[config.mk]
export PLATFORM = sky130hd
export DESIGN_NAME = utf32_to_utf8_string_encoder_core
export DESIGN_NICKNAME = d
export VERILOG_FILES = /design/src/design/u8enc_pkg.sv /design/src/design/u8enc_front.sv /design/src/design/u8enc_queue.sv /design/src/design/u8enc_back.sv /design/src/design/utf32_to_utf8_string_encoder_core.sv
export VERILOG_INCLUDE_DIRS = /design/src /design/src/design
export SDC_FILE = /design/constraint.sdc
export NUM_CORES = 1
export LEC_CHECK = 0
export ABC_AREA = 0
export BUFFER_PORTS_ARGS = -buffer_cell sky130_fd_sc_hd__buf_2
export CAP_MARGIN = 20
export CORE_MARGIN = 3
export CORE_UTILIZATION = 50
export DETAILED_ROUTE_END_ITERATION = 6
export PLACE_DENSITY = 0.71
export SLEW_MARGIN = 40
export SYNTH_ARGS = -nofsm -noshare
export SYNTH_HDL_FRONTEND = slang
export SYNTH_HIERARCHICAL = 1
export SYNTH_SLANG_ARGS = --single-unit
[constraint.sdc]
create_clock -name clk -period 5.4 [get_ports clk]
set_input_delay 0.81 -clock clk [delete_from_list [all_inputs] [get_ports clk]]
set_output_delay 0.81 -clock clk [all_outputs]
set_load 0.1 [all_outputs]
[src/design/utf32_to_utf8_string_encoder_core_assert.svh]
// ----------------------------------------------------------------------------
// utf32 to utf8 encoder assertion macros
// implication checks on the core clock, disabled while in reset
// ----------------------------------------------------------------------------
`ifndef UTF32_TO_UTF8_STRING_ENCODER_CORE_ASSERT_SVH
`define UTF32_TO_UTF8_STRING_ENCODER_CORE_ASSERT_SVH
`ifndef NO_ASSERTIONS
// same-cycle implication
`define U8E_ASSERT_IMPL(label, ante, cons) \
  label: assert property (@(posedge clk) disable iff (!rst_n) (ante) |-> (cons)) \
    else $error("u8enc assertion failed");
// next-cycle implication
`define U8E_ASSERT_NEXT(label, ante, cons) \
  label: assert property (@(posedge clk) disable iff (!rst_n) (ante) |=> (cons)) \
    else $error("u8enc assertion failed");
`else
`define U8E_ASSERT_IMPL(label, ante, cons)
`define U8E_ASSERT_NEXT(label, ante, cons)
`endif
`endif

[src/design/u8enc_pkg.sv]
// ----------------------------------------------------------------------------
// u8enc package
// shared types and constants of the utf32 to utf8 encoder
// ----------------------------------------------------------------------------
package u8enc_pkg;

  localparam int unsigned CFG_IDX_W = 1;
  localparam int unsigned CFG_DATA_W = 16;

  // register indexes
  localparam logic [CFG_IDX_W-1:0] REG_LITTLE_ENDIAN = 1'b0;
  localparam logic [CFG_IDX_W-1:0] REG_OUT_CAPACITY  = 1'b1;

  localparam logic [15:0] CAP_RESET = 16'hFFFF;

  // status codes
  localparam logic [1:0] ST_OK      = 2'd0;
  localparam logic [1:0] ST_INVALID = 2'd1;
  localparam logic [1:0] ST_TRUNC   = 2'd2;

  // shift amounts of the continuation groups
  localparam int unsigned SH_1 = 6;
  localparam int unsigned SH_2 = 12;
  localparam int unsigned SH_3 = 18;

  // queue between front and back
  localparam int unsigned Q_DEPTH = 2;
  localparam int unsigned Q_PTR_W = 1;
  localparam int unsigned Q_CNT_W = 2;

  typedef struct packed {
    logic        little_endian;
    logic [15:0] capacity;
  } cfg_t;

  // one classified item: up to four bytes, first byte in lane 0
  typedef struct packed {
    logic [3:0][7:0] bytes;
    logic [1:0]      last;
    logic            term;
    logic [1:0]      status;
    logic [15:0]     len;
  } entry_t;

endpackage

[src/design/u8enc_front.sv]
// ----------------------------------------------------------------------------
// u8enc front end
// byte swap, validity and room checks, string state, entry build
// ----------------------------------------------------------------------------
module u8enc_front #(
  parameter int unsigned COUNT_WIDTH = 16
) (
  input  logic              clk,
  input  logic              rst_n,
  input  logic              in_valid,
  output logic              in_ready,
  input  logic [31:0]       in_code_word,
  input  u8enc_pkg::cfg_t   cfg,
  input  logic              q_full,
  output logic              push,
  output u8enc_pkg::entry_t entry
);

  localparam int unsigned CW   = COUNT_WIDTH;
  localparam int unsigned CAPW = (CW > 16) ? CW : 16;
  localparam int unsigned LW   = (CW + 1 > 16) ? CW + 1 : 16;
  localparam logic [63:0] LIM64 = (64'd1 << CW) - 64'd1;
  localparam logic [CAPW-1:0] LIM = LIM64[CAPW-1:0];

  logic          error_seen_r, error_seen_nxt;
  logic [CW-1:0] bytes_used_r, bytes_used_nxt;
  logic          closed_r, closed_nxt;

  logic [31:0]   w, w6, w12, w18;
  logic          is_zero, invalid, drop, accept;
  logic [2:0]    n;
  logic [CAPW-1:0] cap_ext, cap_clip;
  logic [CW-1:0] cap_use;
  logic [CW:0]   sum, lenw;
  logic [LW-1:0] len_ext;
  logic [3:0][7:0] data_bytes;

  assign in_ready = !q_full;
  assign accept   = in_valid && in_ready;

  always_comb begin
    w = cfg.little_endian ?
        {in_code_word[7:0], in_code_word[15:8], in_code_word[23:16], in_code_word[31:24]} :
        in_code_word;
    w6  = w >> u8enc_pkg::SH_1;
    w12 = w >> u8enc_pkg::SH_2;
    w18 = w >> u8enc_pkg::SH_3;
    is_zero = (w == 32'd0);
    invalid = (w > 32'h0010_FFFF) || ((w >= 32'h0000_D800) && (w <= 32'h0000_DFFF));
    if (w < 32'h80) begin
      n = 3'd1;
    end else if (w < 32'h800) begin
      n = 3'd2;
    end else if (w < 32'h1_0000) begin
      n = 3'd3;
    end else begin
      n = 3'd4;
    end
  end

  // capacity in use: zero reads as one, clipped to what the count can hold
  always_comb begin
    cap_ext  = CAPW'(cfg.capacity);
    cap_clip = (cap_ext > LIM) ? LIM : cap_ext;
    cap_use  = (cap_clip == '0) ? CW'(1) : cap_clip[CW-1:0];
    sum      = {1'b0, bytes_used_r} + (CW + 1)'(n);
    lenw     = {1'b0, bytes_used_r} + (CW + 1)'(1);
    len_ext  = LW'(lenw);
  end

  always_comb begin
    data_bytes = '0;
    case (n)
      3'd1: data_bytes[0] = w[7:0];
      3'd2: begin
        data_bytes[0] = {3'b110, w6[4:0]};
        data_bytes[1] = {2'b10, w[5:0]};
      end
      3'd3: begin
        data_bytes[0] = {4'b1110, w12[3:0]};
        data_bytes[1] = {2'b10, w6[5:0]};
        data_bytes[2] = {2'b10, w[5:0]};
      end
      3'd4: begin
        data_bytes[0] = {5'b11110, w18[2:0]};
        data_bytes[1] = {2'b10, w12[5:0]};
        data_bytes[2] = {2'b10, w6[5:0]};
        data_bytes[3] = {2'b10, w[5:0]};
      end
      default: data_bytes = '0;
    endcase
  end

  // classification and next string state
  always_comb begin
    error_seen_nxt = error_seen_r;
    bytes_used_nxt = bytes_used_r;
    closed_nxt     = closed_r;
    drop           = 1'b0;
    entry          = '0;
    entry.term     = 1'b1;
    entry.len      = len_ext[15:0];
    if (is_zero) begin
      bytes_used_nxt = '0;
      closed_nxt     = 1'b0;
      drop           = closed_r;
      entry.status   = error_seen_r ? u8enc_pkg::ST_INVALID : u8enc_pkg::ST_OK;
    end else if (closed_r) begin
      drop = 1'b1;
    end else if (error_seen_r || invalid) begin
      error_seen_nxt = 1'b1;
      bytes_used_nxt = '0;
      closed_nxt     = 1'b1;
      entry.status   = u8enc_pkg::ST_INVALID;
    end else if (sum >= {1'b0, cap_use}) begin
      bytes_used_nxt = '0;
      closed_nxt     = 1'b1;
      entry.status   = u8enc_pkg::ST_TRUNC;
    end else begin
      bytes_used_nxt = sum[CW-1:0];
      entry.term     = 1'b0;
      entry.len      = '0;
      entry.bytes    = data_bytes;
      entry.last     = 2'(n - 3'd1);
    end
  end

  assign push = accept && !drop;

  always_ff @(posedge clk) begin
    if (!rst_n) begin
      error_seen_r <= 1'b0;
      bytes_used_r <= '0;
      closed_r     <= 1'b0;
    end else if (accept) begin
      error_seen_r <= error_seen_nxt;
      bytes_used_r <= bytes_used_nxt;
      closed_r     <= closed_nxt;
    end
  end

endmodule

[src/design/u8enc_queue.sv]
// ----------------------------------------------------------------------------
// u8enc queue
// two-entry fifo of classified items between front and back
// ----------------------------------------------------------------------------
module u8enc_queue (
  input  logic              clk,
  input  logic              rst_n,
  input  logic              push,
  input  u8enc_pkg::entry_t push_entry,
  input  logic              pop,
  output u8enc_pkg::entry_t head,
  output logic              full,
  output logic              empty
);

  localparam logic [u8enc_pkg::Q_PTR_W-1:0] PTR_LAST =
    u8enc_pkg::Q_PTR_W'(u8enc_pkg::Q_DEPTH - 1);
  localparam logic [u8enc_pkg::Q_CNT_W-1:0] CNT_FULL =
    u8enc_pkg::Q_CNT_W'(u8enc_pkg::Q_DEPTH);

  u8enc_pkg::entry_t                  mem_r [u8enc_pkg::Q_DEPTH];
  logic [u8enc_pkg::Q_PTR_W-1:0]      wr_ptr_r, rd_ptr_r;
  logic [u8enc_pkg::Q_CNT_W-1:0]      cnt_r;
  logic                               do_push, do_pop;

  assign full    = (cnt_r == CNT_FULL);
  assign empty   = (cnt_r == '0);
  assign head    = mem_r[rd_ptr_r];
  assign do_push = push && !full;
  assign do_pop  = pop && !empty;

  always_ff @(posedge clk) begin
    if (do_push) begin
      mem_r[wr_ptr_r] <= push_entry;
    end
  end

  always_ff @(posedge clk) begin
    if (!rst_n) begin
      wr_ptr_r <= '0;
      rd_ptr_r <= '0;
      cnt_r    <= '0;
    end else begin
      if (do_push) begin
        wr_ptr_r <= (wr_ptr_r == PTR_LAST) ? '0 : wr_ptr_r + 1'b1;
      end
      if (do_pop) begin
        rd_ptr_r <= (rd_ptr_r == PTR_LAST) ? '0 : rd_ptr_r + 1'b1;
      end
      case ({do_push, do_pop})
        2'b10:   cnt_r <= cnt_r + 1'b1;
        2'b01:   cnt_r <= cnt_r - 1'b1;
        default: cnt_r <= cnt_r;
      endcase
    end
  end

endmodule

[src/design/u8enc_back.sv]
// ----------------------------------------------------------------------------
// u8enc back end
// byte serialiser: shifts one queued item out a byte per handshake
// ----------------------------------------------------------------------------
module u8enc_back (
  input  logic              clk,
  input  logic              rst_n,
  input  u8enc_pkg::entry_t head,
  input  logic              q_empty,
  output logic              pop,
  output logic              out_valid,
  input  logic              out_ready,
  output logic [7:0]        out_byte,
  output logic              out_end_of_item,
  output logic              out_is_terminator,
  output logic [1:0]        out_status,
  output logic [15:0]       out_string_length
);

  logic            valid_r;
  logic [3:0][7:0] bytes_r;
  logic [1:0]      rem_r;
  logic            term_r;
  logic [1:0]      status_r;
  logic [15:0]     len_r;
  logic            last_sent, load;

  assign out_valid         = valid_r;
  assign out_byte          = bytes_r[0];
  assign out_end_of_item   = (rem_r == 2'd0);
  assign out_is_terminator = term_r;
  assign out_status        = status_r;
  assign out_string_length = len_r;

  assign last_sent = valid_r && out_ready && (rem_r == 2'd0);
  assign load      = !valid_r || last_sent;
  assign pop       = load && !q_empty;

  always_ff @(posedge clk) begin
    if (!rst_n) begin
      valid_r <= 1'b0;
    end else if (load) begin
      valid_r <= !q_empty;
    end
  end

  always_ff @(posedge clk) begin
    if (pop) begin
      bytes_r  <= head.bytes;
      rem_r    <= head.last;
      term_r   <= head.term;
      status_r <= head.status;
      len_r    <= head.len;
    end else if (valid_r && out_ready && (rem_r != 2'd0)) begin
      bytes_r <= {8'h00, bytes_r[3:1]};
      rem_r   <= rem_r - 2'd1;
    end
  end

endmodule

[src/design/utf32_to_utf8_string_encoder_core.sv]
// ----------------------------------------------------------------------------
// utf32 to utf8 string encoder core
// encodes utf32 code words into utf8 bytes with string terminators
// ----------------------------------------------------------------------------
//
//  channel  handshake             payload
//  -------  --------------------  ------------------------------------------
//  in       in_valid / in_ready   in_code_word
//  out      out_valid / out_ready out_byte, out_end_of_item,
//                                 out_is_terminator, out_status,
//                                 out_string_length
//  cfg      cfg_we                cfg_index, cfg_wdata
//
//  the front is combinational and pushes an item in the cycle it accepts
//  the word; the serialiser in the back sends one byte per cycle while
//  out_ready is high, an item being 1 to 4 bytes; a dropped word sends nothing
//  in_ready only depends on room in the two-entry queue, not on out_ready
//  synchronous active-low reset clears string state, queue and output valid;
//  configuration resets to big-endian input and full capacity
//
module utf32_to_utf8_string_encoder_core #(
  parameter int unsigned COUNT_WIDTH = 16
) (
  input  logic                                clk,
  input  logic                                rst_n,
  input  logic                                in_valid,
  output logic                                in_ready,
  input  logic [31:0]                         in_code_word,
  output logic                                out_valid,
  input  logic                                out_ready,
  output logic [7:0]                          out_byte,
  output logic                                out_end_of_item,
  output logic                                out_is_terminator,
  output logic [1:0]                          out_status,
  output logic [15:0]                         out_string_length,
  input  logic                                cfg_we,
  input  logic [u8enc_pkg::CFG_IDX_W-1:0]     cfg_index,
  input  logic [u8enc_pkg::CFG_DATA_W-1:0]    cfg_wdata
);

`include "utf32_to_utf8_string_encoder_core_assert.svh"

  // configuration registers
  u8enc_pkg::cfg_t   cfg_r;

  // front to queue, queue to back
  logic              push, pop, q_full, q_empty;
  u8enc_pkg::entry_t push_entry, head;

  always_ff @(posedge clk) begin
    if (!rst_n) begin
      cfg_r.little_endian <= 1'b0;
      cfg_r.capacity      <= u8enc_pkg::CAP_RESET;
    end else if (cfg_we) begin
      case (cfg_index)
        u8enc_pkg::REG_LITTLE_ENDIAN: cfg_r.little_endian <= cfg_wdata[0];
        u8enc_pkg::REG_OUT_CAPACITY:  cfg_r.capacity      <= cfg_wdata;
        default:                      cfg_r               <= cfg_r;
      endcase
    end
  end

  // classify each word and keep the per-string state
  u8enc_front #(
    .COUNT_WIDTH (COUNT_WIDTH)
  ) u_front (
    .clk          (clk),
    .rst_n        (rst_n),
    .in_valid     (in_valid),
    .in_ready     (in_ready),
    .in_code_word (in_code_word),
    .cfg          (cfg_r),
    .q_full       (q_full),
    .push         (push),
    .entry        (push_entry)
  );

  // decouples input acceptance from output stalls
  u8enc_queue u_queue (
    .clk        (clk),
    .rst_n      (rst_n),
    .push       (push),
    .push_entry (push_entry),
    .pop        (pop),
    .head       (head),
    .full       (q_full),
    .empty      (q_empty)
  );

  // byte serialiser and output register
  u8enc_back u_back (
    .clk               (clk),
    .rst_n             (rst_n),
    .head              (head),
    .q_empty           (q_empty),
    .pop               (pop),
    .out_valid         (out_valid),
    .out_ready         (out_ready),
    .out_byte          (out_byte),
    .out_end_of_item   (out_end_of_item),
    .out_is_terminator (out_is_terminator),
    .out_status        (out_status),
    .out_string_length (out_string_length)
  );

  // a terminator is a lone zero byte with a defined status and a length
  `U8E_ASSERT_IMPL(a_term_shape, out_valid && out_is_terminator,
    (out_byte == 8'h00) && out_end_of_item && (out_status != 2'd3) &&
    (out_string_length != 16'd0))
  // data bytes carry no status and no length
  `U8E_ASSERT_IMPL(a_data_clean, out_valid && !out_is_terminator,
    (out_status == u8enc_pkg::ST_OK) && (out_string_length == 16'd0))
  // continuation bytes follow on the very next cycle
  `U8E_ASSERT_NEXT(a_cont_follows, out_valid && out_ready && !out_end_of_item,
    out_valid && !out_is_terminator)

endmodule

After elaboration in Yosys (flattened, before gate mapping)
Memories as Yosys holds them, arrays and structs flattened. A register that Yosys moved wholly into a read port is not among the register bits.
Cells that the tools add are included.
Word-level totals
  memories: 1
  flip-flop bits (word level): 93
  output and inout port bits: 30
  input bits: 54
  bits in writable memories: 106
  logic and storage cells: 114
Operators by class
  equality and inequality tests: 8
  add/sub/neg operators: 8
  bitwise operators: 3
  reductions and logical operators: 27
  mux-type cells: 42
  $lt $le $gt $ge: 8
Memories
  u_queue.mem_r: words 2, width 53, read ports 1, clocked after memory_dff 1, write ports 1, line u8enc_queue.sv:21  | u8enc_pkg::entry_t mem_r [u8enc_pkg::Q_DEPTH];
Operators by type and width (count)
  $mux W16: 9
  $mux W35: 3
  $mux W32: 3
  $mux W53: 1
  $ge A32 B16 Y1 const B: 1
  $gt A32 B21 Y1 const B: 1
  $le A32 B16 Y1 const B: 1
  $logic_not A32 Y1: 1
  $lt A32 B12 Y1 const B: 1
  $lt A32 B17 Y1 const B: 1
  $lt A32 B8 Y1 const B: 1
  $pmux W8 S4: 1
  $pmux W8 S3: 1
  $add A16 B3 Y17: 1
  $ge A17 B16 Y1: 1
  $add A16 B1 Y16 const B: 1
  $gt A16 B16 Y1 const B: 1
  $logic_not A16 Y1: 1
  $pmux W8 S2: 1
  $mux W1: 13
  $mux W2: 5
  $logic_and A1 B1 Y1: 9
  $mux W3: 3
  $mux W8: 1
  other kinds (17): 34

Depth between registers and ports, before layout
Gate-level depths: netlist of the first run.
  depth after elaboration: 11
  depth in mapped cells: 26

By module
The synthesis of the first run kept the hierarchy.
By module, submodules not included
  u8enc_queue: seq. area each 3283.1 µm², cells each 191, instances 1, area each 4046.4 µm²
  u8enc_front: seq. area each 360.3 µm², cells each 406, instances 1, area each 2950.3 µm²
  u8enc_back: seq. area each 1611.5 µm², cells each 174, instances 1, area each 2376.0 µm²
  utf32_to_utf8_string_encoder_core: seq. area each 340.3 µm², cells each 78, instances 1, area each 750.7 µm²

Worst setup path after synthesis of the first run
No wires, ideal clock.
  path type: input-to-reg
  start point: input in_code_word[11]
  end point: memory u_queue/mem_r[0][36] (netlist name) (data pin)
  path slack: -178 ps
  data required time: 5119 ps
  stages on the path: 24
  arrival time: 5297 ps
  cells stage by stage: nor4_1 a32oi_1 a21oi_2 inv_1 buf_1 clkbuf_1 nor2_1 ha_1 fa_1 a21oi_1 nor4_1 nand3_1 and2_1 or2_2 ha_1 nand3_1 nor4_1 a32oi_1 and3_1 and2_1 buf_6 inv_4 buf_4 nor2_1
RTL lines
  from (decl): line utf32_to_utf8_string_encoder_core.sv:28  | input logic [31:0] in_code_word,
  to (decl): line u8enc_queue.sv:21

==> summary by stage, run 1 <==
Synthesis
Of the post-synthesis cell area, the dominant cell type holds 0.472. The synthesized design spends more area on one cell type than any other, namely sky130_fd_sc_hd__edfxtp_1. The flop and latch count out of synthesis is 200.

The share of the Yosys chip area taken by registers is 0.553. By area the synthesized netlist is led by sky130_fd_sc_hd__edfxtp_1 (47%), sky130_fd_sc_hd__dfxtp_1 (8.1%), sky130_fd_sc_hd__mux2_2 (7.1%). The count of mapped cells out of synthesis is 849. The unique cell type count in the Yosys netlist is 72. The share of flip-flops with an asynchronous set or reset after synthesis is 0. The post-synthesis average cell area is 11.9 um^2. The total standard cell area after synthesis is 10100 um^2. During synthesis, Yosys emitted a total of 6 warnings. Yosys mapped a number of flops with a built-in enable equal to 159. In the synthesized netlist the dominant register cell turns out to be sky130_fd_sc_hd__edfxtp_1.

Outcome
The flow ran to the end, and the final reports show no timing, DRC or antenna violations.

Setup path
At the worst endpoint, the arrival time is 5190 ps. STA classifies the critical path startpoint as a flip-flop. The data required time at the worst endpoint is 5530 ps.

The critical path is of the flip-flop to flip-flop type. The critical-path maximum fanout is 17. The sort of element at the end of the critical path is a flip-flop.

Power and ir drop
The design internal power is 0.00329 W. IR analysis of the VDD net gives a maximum drop of 0.000423 V. Of the total power, registers draw 0.416. Of the total power, the clock network draws 0.232. The switching part of the total power is 0.389. Dividing total power by cell area gives a power density of 477 nW/um^2. The static leakage power is 4.31 nW. The total power of the final layout is 0.00539 W. The combinational share of power is 0.352. The switching component of the power is 0.00209 W.

Global routing
The number of antenna violations at the first check in global routing is 0. The overall routing resource usage is 0.194. The wire length of the first global-routing pass is 33800 um.

The total global routing overflow is 0. The via count of the first global-routing pass is 6603. The largest net degree at the start of global routing is 64.

Floorplanning
The core box area is 19700 um^2. The initial utilization of the core area, before any placement, comes to 0.515. The total die area is 22000 um^2. The die outline width is 148 um.

In this run the vertical extent of the chip is 148 um. For this design the top-level I/O count stands at 84. Row generation in the floorplan step produced 51 rows.

STA
At the pin with the least slew margin, the transition time is 835 ps. For the finished layout, the period the worst path requires is 5060 ps. The worst slew slack as a fraction of its limit is 0.440. The part of the cycle the worst path needs is 0.936.

On the final layout, the worst clock skew is 10.7 ps. Static timing analysis puts the maximum clock frequency at 198 MHz. The hold violation total from the final report is 0. The number of endpoints failing setup at the final stage is 0. The max-slew violation count is 0.

Clock tree
The root buffer selected by CTS is sky130_fd_sc_hd__clkbuf_16. The number of buffers on the longest clock path is 2. The clock insertion delay at the later pin of the skew report is 430 ps. The count of clock tree sinks is 200. CTS built an H-tree with a depth of 4. After clock tree synthesis, the clock-pin slew on the worst setup and hold paths is 80 ps.

The number of buffers added by the clock tree synthesis step is 17. The post-cts hold buffer count is 0. TritonCTS built the clock tree.

Finish
Relative to the synthesized area, the layout overhead comes to 11.6%. The share of cells above drive strength 1 is 0.266. The repair_antennas step left the layout with diodes totalling 0. Measured on the finished design, the core utilization comes to 0.575. After filler insertion, the fill cell instance count of the layout stands at 1669. The number of nets in the layout is 991.

Routing
For this block, the initial DRC count from the detailed router was 738. The total number of vias is 6764. Before antenna repair, the detailed router went through 5 iterations. In the routed layout, each cell is associated on average with a via count of 5.69.

The wire length after detailed routing is 20900 um. The wire length per cell is 17.6 um. For this run, design rule violations remaining after detail routing come to 0.

In this run the remaining antenna-violating nets after routing total 0.

Run
The tool flagged a number of max-cap violations equal to 0.

Placed design
The HPWL after detailed placement is 14400 um. The port buffer count is 83. Routability-driven placement finished with a final weighted congestion of 0.897.

Worst hold path
The min-delay analysis places its worst path in the category flip-flop to flip-flop.
layout by cell type, fill, tap and decap left out, types with 23 or more instances in the layout:
master                     count
sky130_fd_sc_hd__inv_1        69
sky130_fd_sc_hd__nor2_1       52
sky130_fd_sc_hd__o32ai_1      25
sky130_fd_sc_hd__buf_2        83
sky130_fd_sc_hd__dfxtp_1      39
sky130_fd_sc_hd__ha_1         25
sky130_fd_sc_hd__nand2_1      36
sky130_fd_sc_hd__buf_4        23
sky130_fd_sc_hd__mux2_2       64
sky130_fd_sc_hd__o21ai_0      29
sky130_fd_sc_hd__nand3_1      31
sky130_fd_sc_hd__edfxtp_1    159
power groups by stage:
| stage | clock, W | sequential, W | combinational [W] |
|---|---|---|---|
| 6_report | 0.00125 | 0.00224 | 0.00190 |
| 5_1_grt | 0.00133 | 0.00227 | 0.00202 |
| 4_1_cts | 0.00127 | 0.00224 | 0.00192 |
| 3_5_place_dp | 0 | 0.00228 | 0.00191 |
| 3_3_place_gp | 0 | 0.00228 | 0.00181 |
| 2_1_floorplan | 0 | 0.00266 | 0.00115 |
metrics by stage:
stage / worst slack, ps / hold WS, ps / area [um^2] / setup TNS (ps) / instances
floorplan: 25.0 / 457 / 10100 / 0 / 851
global placement: 129 / 465 / 10700 / 0 / 1155
detailed placement: 74.7 / 495 / 10700 / 0 / 1157
CTS: 298 / 505 / 11300 / 0 / 1189
global route: -1.43 / 530 / 11300 / -2.62 / 1189
finish: 344 / 505 / 11300 / 0 / 1189
cell usage after synthesis (all sizes together) (3+ instances only):
cell type,count
nor3,15
xor2,12
a211oi,4
mux2,64
nor3b,15
nand2b,5
clkbuf,23
o21ai,31
xnor2,13
or2,8
o22a,3
a21oi,15
and3,8
mux2i,8
nand3,31
nand2,36
nor2,55
nor4,17
or3,4
o211ai,25
a22oi,9
buf,44
a221oi,4
a21boi,3
inv,72
and2,13
o32ai,25
edfxtp,159
a32o,9
dfxtp,41
ha,25
nand4,5
a2111oi,3
a311oi,9
nor2b,10
critical path: stages (launching register included):
cell                      delay (ps)
sky130_fd_sc_hd__dfxtp_2         470
sky130_fd_sc_hd__buf_4           250
sky130_fd_sc_hd__nor3_1           80
sky130_fd_sc_hd__o22ai_1         470
sky130_fd_sc_hd__nor2_1          100
sky130_fd_sc_hd__nor2_1          150
sky130_fd_sc_hd__nor2_2           60
sky130_fd_sc_hd__ha_1            200
sky130_fd_sc_hd__fa_1            410
sky130_fd_sc_hd__a21oi_1         280
sky130_fd_sc_hd__buf_4           180
sky130_fd_sc_hd__nor2_1           60
sky130_fd_sc_hd__nand3_1         100
sky130_fd_sc_hd__nor2_1           60
sky130_fd_sc_hd__xor2_1          170
sky130_fd_sc_hd__ha_1            340
sky130_fd_sc_hd__nand4_1         140
sky130_fd_sc_hd__nor4_1          300
sky130_fd_sc_hd__a32oi_1          90
sky130_fd_sc_hd__and3_1          170
sky130_fd_sc_hd__and2_1          180
sky130_fd_sc_hd__inv_4           220
sky130_fd_sc_hd__buf_4           200
sky130_fd_sc_hd__a21oi_1          60
flip-flops by register name, indices dropped and copies added, names as in the netlist, named ones only:
register,count
u_back/rem_r,2
u_front/bytes_used_r,16
u_back/out_is_terminator,1
u_back/out_byte,8
u_back/out_string_length,16
u_back/out_valid,1
u_back/out_status,2
u_front/error_seen_r,1
cfg_r,17
u_front/closed_r,1
u_queue/mem_r,106
u_back/bytes_r,24
u_queue/rd_ptr_r,1
u_queue/cnt_r,2
u_queue/wr_ptr_r,1
final timing paths:
| kind | end | from | cells after the start | slack, ps |
|---|---|---|---|---|
| max | u_queue/mem_r[0][28]$_DFFE_PP_ | cfg_r[16]$_SDFFE_PN0P_ | 23 | 340 |
| min reg2reg | u_queue/wr_ptr_r$_SDFFE_PN0P_ | u_queue/wr_ptr_r$_SDFFE_PN0P_ | 2 | 510 |
| max reg2reg | u_queue/mem_r[0][28]$_DFFE_PP_ | cfg_r[16]$_SDFFE_PN0P_ | 23 | 340 |
| min | u_queue/wr_ptr_r$_SDFFE_PN0P_ | u_queue/wr_ptr_r$_SDFFE_PN0P_ | 2 | 510 |
repair_timing:
action	CTS	global route
setup endpoints to repair	0	94
buffers inserted	0	0
gates resized for setup	0	3
metal layers:
layer  GRT usage  up-vias  routed length (um)
met3      0.0360       29                1170
met1       0.279     3255                9910
met2       0.299      203                9490
met5           0        -                   0
li1            -     3277                   -
met4      0.0628        0                 374
layout make-up:
type                            count  area [um^2]  share of cell area
Multi-Input combinational cell    512         3880               0.344
Inverter                           72          275              0.0244
Clock buffer                       17          425              0.0377
Tap cell                          265          332              0.0293
Sequential cell                   200         5600               0.495
Timing Repair Buffer              108          631              0.0558
Clock inverter                     15          153              0.0135
cell families after synthesis:
kind of cell / after synthesis / share of synthesized area
other cells: 1 / 0.000370
compound gates: 157 / 0.124
buf+inv: 139 / 0.0697
simple gates: 229 / 0.120
xor+xnor: 25 / 0.0216
fa+ha+maj: 26 / 0.0329
mux: 72 / 0.0791
flops: 200 / 0.553
No activity file was read; power rests on OpenSTA's default activity.
==> inputs of run 2 (changes only) <==
--- a/config.mk
+++ b/config.mk
@@ -12,7 +12,7 @@
 export CORE_MARGIN = 3
 export CORE_UTILIZATION = 50
 export DETAILED_ROUTE_END_ITERATION = 6
-export PLACE_DENSITY = 0.71
+export PLACE_DENSITY = 0.68
 export SLEW_MARGIN = 40
 export SYNTH_ARGS = -nofsm -noshare
 export SYNTH_HDL_FRONTEND = slang
==> summary by stage, run 2 (synthesized netlist as in run 1, its figures left out) <==
STA
The largest clock skew in the final design is 11.8 ps (+1.17 ps). The hold violation total from the final report came to 0 (unchanged). The max-slew violation count was 0 (unchanged). The clock period minus final worst setup slack is 5040 ps (-14.9 ps). The timing-limited maximum frequency was 198 MHz (+0.30%).

The worst slew slack as a fraction of its limit is 0.439 (-0.00135). Setup repair after global routing left no endpoint under its margin. The pin slew with the least headroom to its limit is 840 ps (+5.03 ps).

The part of the cycle the worst path needs is 0.934 (-0.00277). The number of endpoints failing setup at the final stage came to 0 (unchanged).

Finish
The flip-flop count of the largest register after layout is 106 (unchanged). In the layout the commonest cells are sky130_fd_sc_hd__edfxtp_1 (159), sky130_fd_sc_hd__buf_2 (83), sky130_fd_sc_hd__inv_1 (69), sky130_fd_sc_hd__mux2_2 (64), sky130_fd_sc_hd__nor2_1 (52). The largest registers in the layout are u_queue/mem_r (106), u_back/bytes_r (24), cfg_r (17). The area growth from synthesis to layout is 12.3%.

Leaving out fill and tap cells, the most frequent cell in the layout is sky130_fd_sc_hd__edfxtp_1. The count of inserted antenna diode cells is 0 (unchanged). The non-filler instance count after layout is 1194 (+0.42%).

The total of fill cells in the finished design is 1691 (+1.3%). The most flop-heavy register is u_queue/mem_r. The number of nets in the layout is 996 (+0.50%).

The share of cells above drive strength 1 is 0.277 (+0.0104).

Worst hold path
The min-delay analysis places its worst path in the category flip-flop to flip-flop.

Routing
The total number of vias is 6782 (+0.27%). The wire length after detailed routing is 21300 um (+1.5%). The total iterations of the first detailed-routing run was 5 (unchanged). The detailed-route DRC error count is 0 (unchanged). The via-per-instance ratio is 5.68 (-0.15%). The post-route antenna net violation count is 0 (unchanged). The wire length per cell is 17.8 um (+1.1%). The number of design-rule violations left by the first detailed-router iteration is 566 (-23%).

Global routing
The largest net degree at the start of global routing is 65 (+1.6%). The overall routing resource usage is 0.198 (+0.00420). The total global routing overflow is 0 (unchanged). The via count of the first global-routing pass is 6437 (-2.5%). The number of antenna violations at the first check in global routing is 0 (unchanged). The wire length of the first global-routing pass was 34500 um (+2.1%).

Setup path
The data arrival at the endpoint of the critical path is 5240 ps (+50 ps). The data required time at the worst endpoint is 5600 ps (+70 ps). STA classifies the critical path endpoint as a flip-flop.

The start-to-end type of the worst setup path is primary input to flip-flop. The critical-path maximum fanout is 23 (+6). The critical path startpoint category is a primary input.

Power and ir drop
The total power of the final layout is 0.00539 W (+0.12%). The static leakage power came to 4.35 nW (+0.79%). The maximum VDD drop is 0.000252 V (-40%). The cell area power density is 474 nW/um^2 (-0.52%).

Placed design
The port buffer count came to 83 (unchanged). The final weighted congestion in routability-driven placement came to 0.887 (-1.1%). The number of placed instances, taps included came to 1162 (+0.43%). The HPWL after detailed placement is 14500 um (+0.60%).

Clock tree
The clock tree from TritonCTS is yes. CTS placed an instance of sky130_fd_sc_hd__clkbuf_16 at the clock tree root. The number of buffers added by the clock tree synthesis step is 17 (unchanged). The post-cts hold buffer count is 0 (unchanged). The clock insertion delay at the later pin of the skew report is 440 ps (about the same).

The number of levels the H-tree was split into came to 4 (unchanged). The clock slew at the register clock pins of the worst setup and hold paths is 80 ps (about the same). The number of buffers on the longest clock path came to 2 (unchanged). The count of clock tree sinks was 200 (unchanged).

Run
The max-cap violation count is 0 (unchanged).

Floorplanning
The number of ports placed on the die boundary is 84 (unchanged). The die outline width was 148 um (unchanged). The core box area is 19700 um^2 (unchanged). The initial cell density of the core is 0.515 (unchanged). The number of placement rows is 51 (unchanged). The die span in y is 148 um (unchanged). The total die area is 22000 um^2 (unchanged).

Outcome
The flow ran to the end, and the final reports show no timing, DRC or antenna violations.
run 2: stage by stage:
stage	utilization	TNS [ps]	setup WS, ps	hold WS (ps)	instance area [um^2]
finish	0.579	0	359	507	11400
global route	0.579	0	45.1	540	11400
CTS	0.577	0	207	510	11300
detailed placement	0.546	-648	-62.7	499	10700
global placement	0.544	0	72.1	469	10700
floorplan	-	0	25.0	457	10100
run 2: metal layers:
metal / track usage / routed length (um)
met1: 0.306 / 10300
met2: 0.291 / 9550
met4: 0.0517 / 252
met5: 0 / 0
met3: 0.0338 / 1160
run 2: report_power, final:
group          total, W  switching (W)  internal (W)
logic           0.00186        0.00138      0.000482
registers       0.00227       0.000132       0.00214
clock network   0.00126       0.000634      0.000629
total           0.00539        0.00214       0.00325
run 2: final timing paths:
path | to | startpoint | slack [ps] | cells after the start
max | u_queue/mem_r[0][25]$_DFFE_PP_ | in_code_word[24] | 360 | 23
min | u_queue/wr_ptr_r$_SDFFE_PN0P_ | u_queue/wr_ptr_r$_SDFFE_PN0P_ | 510 | 2
max reg2reg | u_queue/mem_r[0][25]$_DFFE_PP_ | cfg_r[16]$_SDFFE_PN0P_ | 390 | 22
min reg2reg | u_queue/wr_ptr_r$_SDFFE_PN0P_ | u_queue/wr_ptr_r$_SDFFE_PN0P_ | 510 | 2
run 2: cell type report:
class / instances / area, um^2 / share of cell area
sequential: 200 / 5600 / 0.492
multi-input combinational: 512 / 3920 / 0.344
timing repair buffer: 113 / 656 / 0.0577
clock buffer: 17 / 425 / 0.0374
tap: 265 / 332 / 0.0292
inverter: 72 / 274 / 0.0241
clock inverter: 15 / 170 / 0.0150
run 2: critical path: stages:
cell	delay (ps)
sky130_fd_sc_hd__buf_2	100
sky130_fd_sc_hd__nor4_1	370
sky130_fd_sc_hd__nand3_1	200
sky130_fd_sc_hd__a21oi_2	240
sky130_fd_sc_hd__inv_1	110
sky130_fd_sc_hd__nor2_2	140
sky130_fd_sc_hd__ha_1	200
sky130_fd_sc_hd__fa_1	220
sky130_fd_sc_hd__a21oi_1	110
sky130_fd_sc_hd__buf_4	160
sky130_fd_sc_hd__nor2_1	180
sky130_fd_sc_hd__nand3_1	120
sky130_fd_sc_hd__and2_1	190
sky130_fd_sc_hd__or2_2	300
sky130_fd_sc_hd__ha_1	300
sky130_fd_sc_hd__nand4_1	130
sky130_fd_sc_hd__nor4_1	310
sky130_fd_sc_hd__a32oi_1	100
sky130_fd_sc_hd__and3_1	210
sky130_fd_sc_hd__and2_1	190
sky130_fd_sc_hd__inv_4	240
sky130_fd_sc_hd__nor3_1	130
sky130_fd_sc_hd__buf_4	180
run 2: timing repair:
| action | in CTS | in global routing |
|---|---|---|
| resized for setup | 0 | 6 |
| endpoints found under the hold margin | 0 | 0 |
| setup buffers | 0 | 0 |
| setup endpoints to repair | 0 | 102 |
==> inputs of run 3 (changes only) <==
--- a/config.mk
+++ b/config.mk
@@ -12,7 +12,7 @@
 export CORE_MARGIN = 3
 export CORE_UTILIZATION = 50
 export DETAILED_ROUTE_END_ITERATION = 6
-export PLACE_DENSITY = 0.68
+export PLACE_DENSITY = 0.66
 export SLEW_MARGIN = 40
 export SYNTH_ARGS = -nofsm -noshare
 export SYNTH_HDL_FRONTEND = slang
==> constraint.sdc (replaced) <==
create_clock -name clk -period 5.9 [get_ports clk]
set_input_delay 0.885 -clock clk [delete_from_list [all_inputs] [get_ports clk]]
set_output_delay 0.885 -clock clk [all_outputs]
set_load 0.1 [all_outputs]
==> summary by stage, run 3 (synthesized netlist as in run 1, its figures left out) <==
Power and ir drop
The static leakage power came to 4.30 nW (-1.1%). The cell area power density is 444 nW/um^2 (-6.4%). The maximum VDD drop is 0.000280 V (+11%).

The switching part of the total power is 0.371 (-0.0264). The design internal power is 0.00315 W (-3.0%). The switching component of the power is 0.00186 W (-13%). The fraction of power consumed by sequential logic is 0.412 (-0.009). The combinational share of power is 0.340 (-0.005). The fraction of power consumed by the clock network is 0.248 (+0.014).

Clock tree
The clock tree from TritonCTS is yes. The clock slew at the register clock pins of the worst setup and hold paths is 70 ps (about the same). The number of buffers on the longest clock path is 2 (unchanged). The post-CTS setup buffer count was 0 (unchanged). The number of buffers added by the clock tree synthesis step is 17 (unchanged). The number of levels the H-tree was split into is 4 (unchanged). The count of clock tree sinks was 200 (unchanged). The root buffer selected by CTS is sky130_fd_sc_hd__clkbuf_16.

The clock insertion delay at the later pin of the skew report was 430 ps (about the same).

Run
The max-cap violation count is 0 (unchanged).

Routing
The total number of vias is 6715 (-0.99%). The wire length per cell came to 17.8 um (-0.19%). The total iterations of the first detailed-routing run is 5 (unchanged). The wire length after detailed routing came to 21000 um (-1.3%). The via-per-instance ratio is 5.69 (+0.10%). The number of design-rule violations left by the first detailed-router iteration came to 635 (+12%). The post-route antenna net violation count was 0 (unchanged). The detailed-route DRC error count is 0 (unchanged).

Finish
The number of nets in the layout is 985 (-1.1%). The count of inserted antenna diode cells was 0 (unchanged). Compared with the post-synthesis result, the final layout area differs by 11.5%. The largest registers in the layout are u_queue/mem_r (106), u_back/bytes_r (24), cfg_r (17).

Ranked by flip-flop count, first place goes to u_queue/mem_r. The flip-flop count of the largest register after layout is 106 (unchanged). The share of cells above drive strength 1 is 0.258 (-0.0190).

The leading cell type in the layout, fill and taps excluded is sky130_fd_sc_hd__edfxtp_1. The utilization of the core after routing came to 0.574 (-0.00439). In the layout the commonest cells are sky130_fd_sc_hd__edfxtp_1 (159), sky130_fd_sc_hd__buf_2 (83), sky130_fd_sc_hd__inv_1 (69), sky130_fd_sc_hd__mux2_2 (64), sky130_fd_sc_hd__nor2_1 (53).

STA
The worst slew slack as a fraction of its limit is 0.467 (+0.0277). The hold violation total from the final report is 0 (unchanged). The final setup TNS is 0 ps (unchanged). The number of endpoints failing setup at the final stage is 0 (unchanged).

The largest clock skew in the final design is 8.94 ps (-2.89 ps). In the finished design, the share of the clock period the worst path needs comes to 0.881. Setup repair after global routing left no endpoint under its margin.

Based on the critical path, the design can be clocked at up to 192 MHz. The max-slew violation count is 0 (unchanged). The clock period minus final worst setup slack is 5200 ps. The pin slew with the least headroom to its limit is 798 ps (-41.5 ps).

Setup path
The critical-path maximum fanout was 16 (-30%). The launching point of the worst reg2reg path is cfg_r[16]$_SDFFE_PN0P_. The data arrival at the endpoint of the critical path is 5360 ps (+120 ps).

The critical path startpoint category is a flip-flop. The worst register-to-register path ends at u_queue/mem_r[0][48]$_DFFE_PP_. The slowest stage of the critical path is the sky130_fd_sc_hd__dfxtp_2 cell. The data required time at the worst endpoint is 6060 ps (+460 ps). The worst path buffer plus inverter count is 2 (-3).

The start-to-end type of the worst setup path is flip-flop to flip-flop. The stage delay of the slowest cell on the critical path is 550 ps (+180 ps). The register-to-register setup slack was 700 ps (+310 ps). Grouping stages by cell kind, the critical path spends the most delay in simple AND/OR/NAND/NOR gates. The cell count of the worst reg-to-reg path is 21 (-4.5%). The sort of element at the end of the critical path is a flip-flop. The cell with the most instances on the worst path is sky130_fd_sc_hd__nor2_1. Walking the worst path, the cells encountered are buf_4 -> nor4b_1 -> o22ai_1 -> nor2_1 -> nor2_1 -> nor2_1 -> ha_1 -> fa_1 -> a21oi_1 -> nor4_1 -> nand3_1 -> and2_1 -> or2_2 -> ha_1 -> nand3_1 -> o211ai_1 -> a31oi_1 -> and3_1 -> buf_4 -> nand2_1 -> nor3_1.

Floorplanning
The total die area came to 22000 um^2 (unchanged). The core box area was 19700 um^2 (unchanged). The die outline width is 148 um (unchanged). The initial cell density of the core is 0.515 (unchanged). The number of placement rows was 51 (unchanged). The die span in y is 148 um (unchanged).

The number of ports placed on the die boundary is 84 (unchanged).

Placed design
The final weighted congestion in routability-driven placement came to 0.873 (-1.7%). The HPWL after detailed placement came to 14400 um (-0.90%). The port buffer count is 83 (unchanged).

Global routing
The wire length of the first global-routing pass is 33900 um (-1.9%). The via count of the first global-routing pass is 6241 (-3.0%). The number of antenna violations at the first check in global routing is 0 (unchanged). The overall routing resource usage is 0.196 (-0.00207). The largest net degree at the start of global routing is 65 (unchanged). The total global routing overflow came to 0 (unchanged).

Worst hold path
The cell depth of the worst min-delay path was 2 (unchanged). The startpoint of the lowest-slack hold path is u_queue/wr_ptr_r$_SDFFE_PN0P_. The worst hold path terminates at u_queue/wr_ptr_r$_SDFFE_PN0P_. The class of the tightest hold or removal check is flip-flop to flip-flop.

Outcome
The flow ran to the end, and the final reports show no timing, DRC or antenna violations.
[run 3: changes by cell type in the layout (fill, tap and decap cells not counted), moves of 2 or more]
| cell | before | now |
|---|---|---|
| sky130_fd_sc_hd__clkbuf_1 | 0 | 2 |
| sky130_fd_sc_hd__nor4_1 | 13 | 16 |
| sky130_fd_sc_hd__buf_4 | 28 | 16 |
| sky130_fd_sc_hd__inv_6 | 6 | 2 |
| sky130_fd_sc_hd__inv_8 | 4 | 0 |
| sky130_fd_sc_hd__clkinv_8 | 3 | 0 |
| sky130_fd_sc_hd__bufinv_16 | 0 | 5 |
| sky130_fd_sc_hd__nor4_2 | 3 | 0 |
[run 3: per-layer routing]
layer  vias to the layer above  wire length (um)  GRT usage
met3                        22              1040     0.0314
li1                       3261                 -          -
met2                       209              9550      0.289
met4                         0               266     0.0513
met1                      3223             10100      0.303
met5                         -                 0          0
[run 3: worst reg2reg max path, stage by stage, from the launching register on]
cell	delay (ps)
sky130_fd_sc_hd__dfxtp_2	550
sky130_fd_sc_hd__buf_4	270
sky130_fd_sc_hd__nor4b_1	270
sky130_fd_sc_hd__o22ai_1	250
sky130_fd_sc_hd__nor2_1	160
sky130_fd_sc_hd__nor2_1	50
sky130_fd_sc_hd__nor2_1	160
sky130_fd_sc_hd__ha_1	210
sky130_fd_sc_hd__fa_1	210
sky130_fd_sc_hd__a21oi_1	110
sky130_fd_sc_hd__nor4_1	370
sky130_fd_sc_hd__nand3_1	140
sky130_fd_sc_hd__and2_1	190
sky130_fd_sc_hd__or2_2	290
sky130_fd_sc_hd__ha_1	310
sky130_fd_sc_hd__nand3_1	150
sky130_fd_sc_hd__o211ai_1	120
sky130_fd_sc_hd__a31oi_1	170
sky130_fd_sc_hd__and3_1	210
sky130_fd_sc_hd__buf_4	130
sky130_fd_sc_hd__nand2_1	190
sky130_fd_sc_hd__nor3_1	450
[run 3: per-stage QoR]
stage	instance area, um^2	hold WS [ps]	power [W]	worst slack [ps]	cells
4_1_cts	11300	498	0.00505	560	1180
2_1_floorplan	10100	457	0.00349	247	851
3_3_place_gp	10600	474	0.00375	493	1147
3_5_place_dp	10600	489	0.00381	395	1150
6_report	11300	494	0.00501	701	1181
5_1_grt	11300	533	0.00523	260	1181
[run 3: cell type report]
type	instances	area, um^2
Fill cell	1688	8370
Sequential cell	200	5600
Multi-Input combinational cell	512	3870
Timing Repair Buffer	102	581
Clock buffer	19	433
Tap cell	265	332
Inverter	72	273
Clock inverter	11	196
[run 3: power groups by stage]
stage          sequential (W)  combinational [W]  clock, W
3_5_place_dp          0.00210            0.00171         0
5_1_grt               0.00210            0.00182   0.00131
2_1_floorplan         0.00243            0.00105         0
6_report              0.00207            0.00170   0.00124
4_1_cts               0.00207            0.00172   0.00126
3_3_place_gp          0.00210            0.00165         0
[run 3: what timing repair did]
action	in CTS	in global routing
resized for setup	0	1
hold endpoints to repair	0	0
hold buffers	0	0
setup endpoints to repair	0	2
[run 3: worst max-delay path by stage]
stage                           startpoint                             end  slack, ps  depth (start not counted)
detailed placement        in_code_word[11]  u_queue/mem_r[0][32]$_DFFE_PP_        390                         21
global route        cfg_r[16]$_SDFFE_PN0P_  u_queue/mem_r[0][32]$_DFFE_PP_        260                         21
finish              cfg_r[16]$_SDFFE_PN0P_  u_queue/mem_r[0][48]$_DFFE_PP_        700                         21
CTS                 cfg_r[16]$_SDFFE_PN0P_  u_queue/mem_r[0][32]$_DFFE_PP_        560                         21
global placement          in_code_word[11]  u_queue/mem_r[0][23]$_DFFE_PP_        490                         21
floorplan                 in_code_word[11]  u_queue/mem_r[0][36]$_DFFE_PP_        250                         24
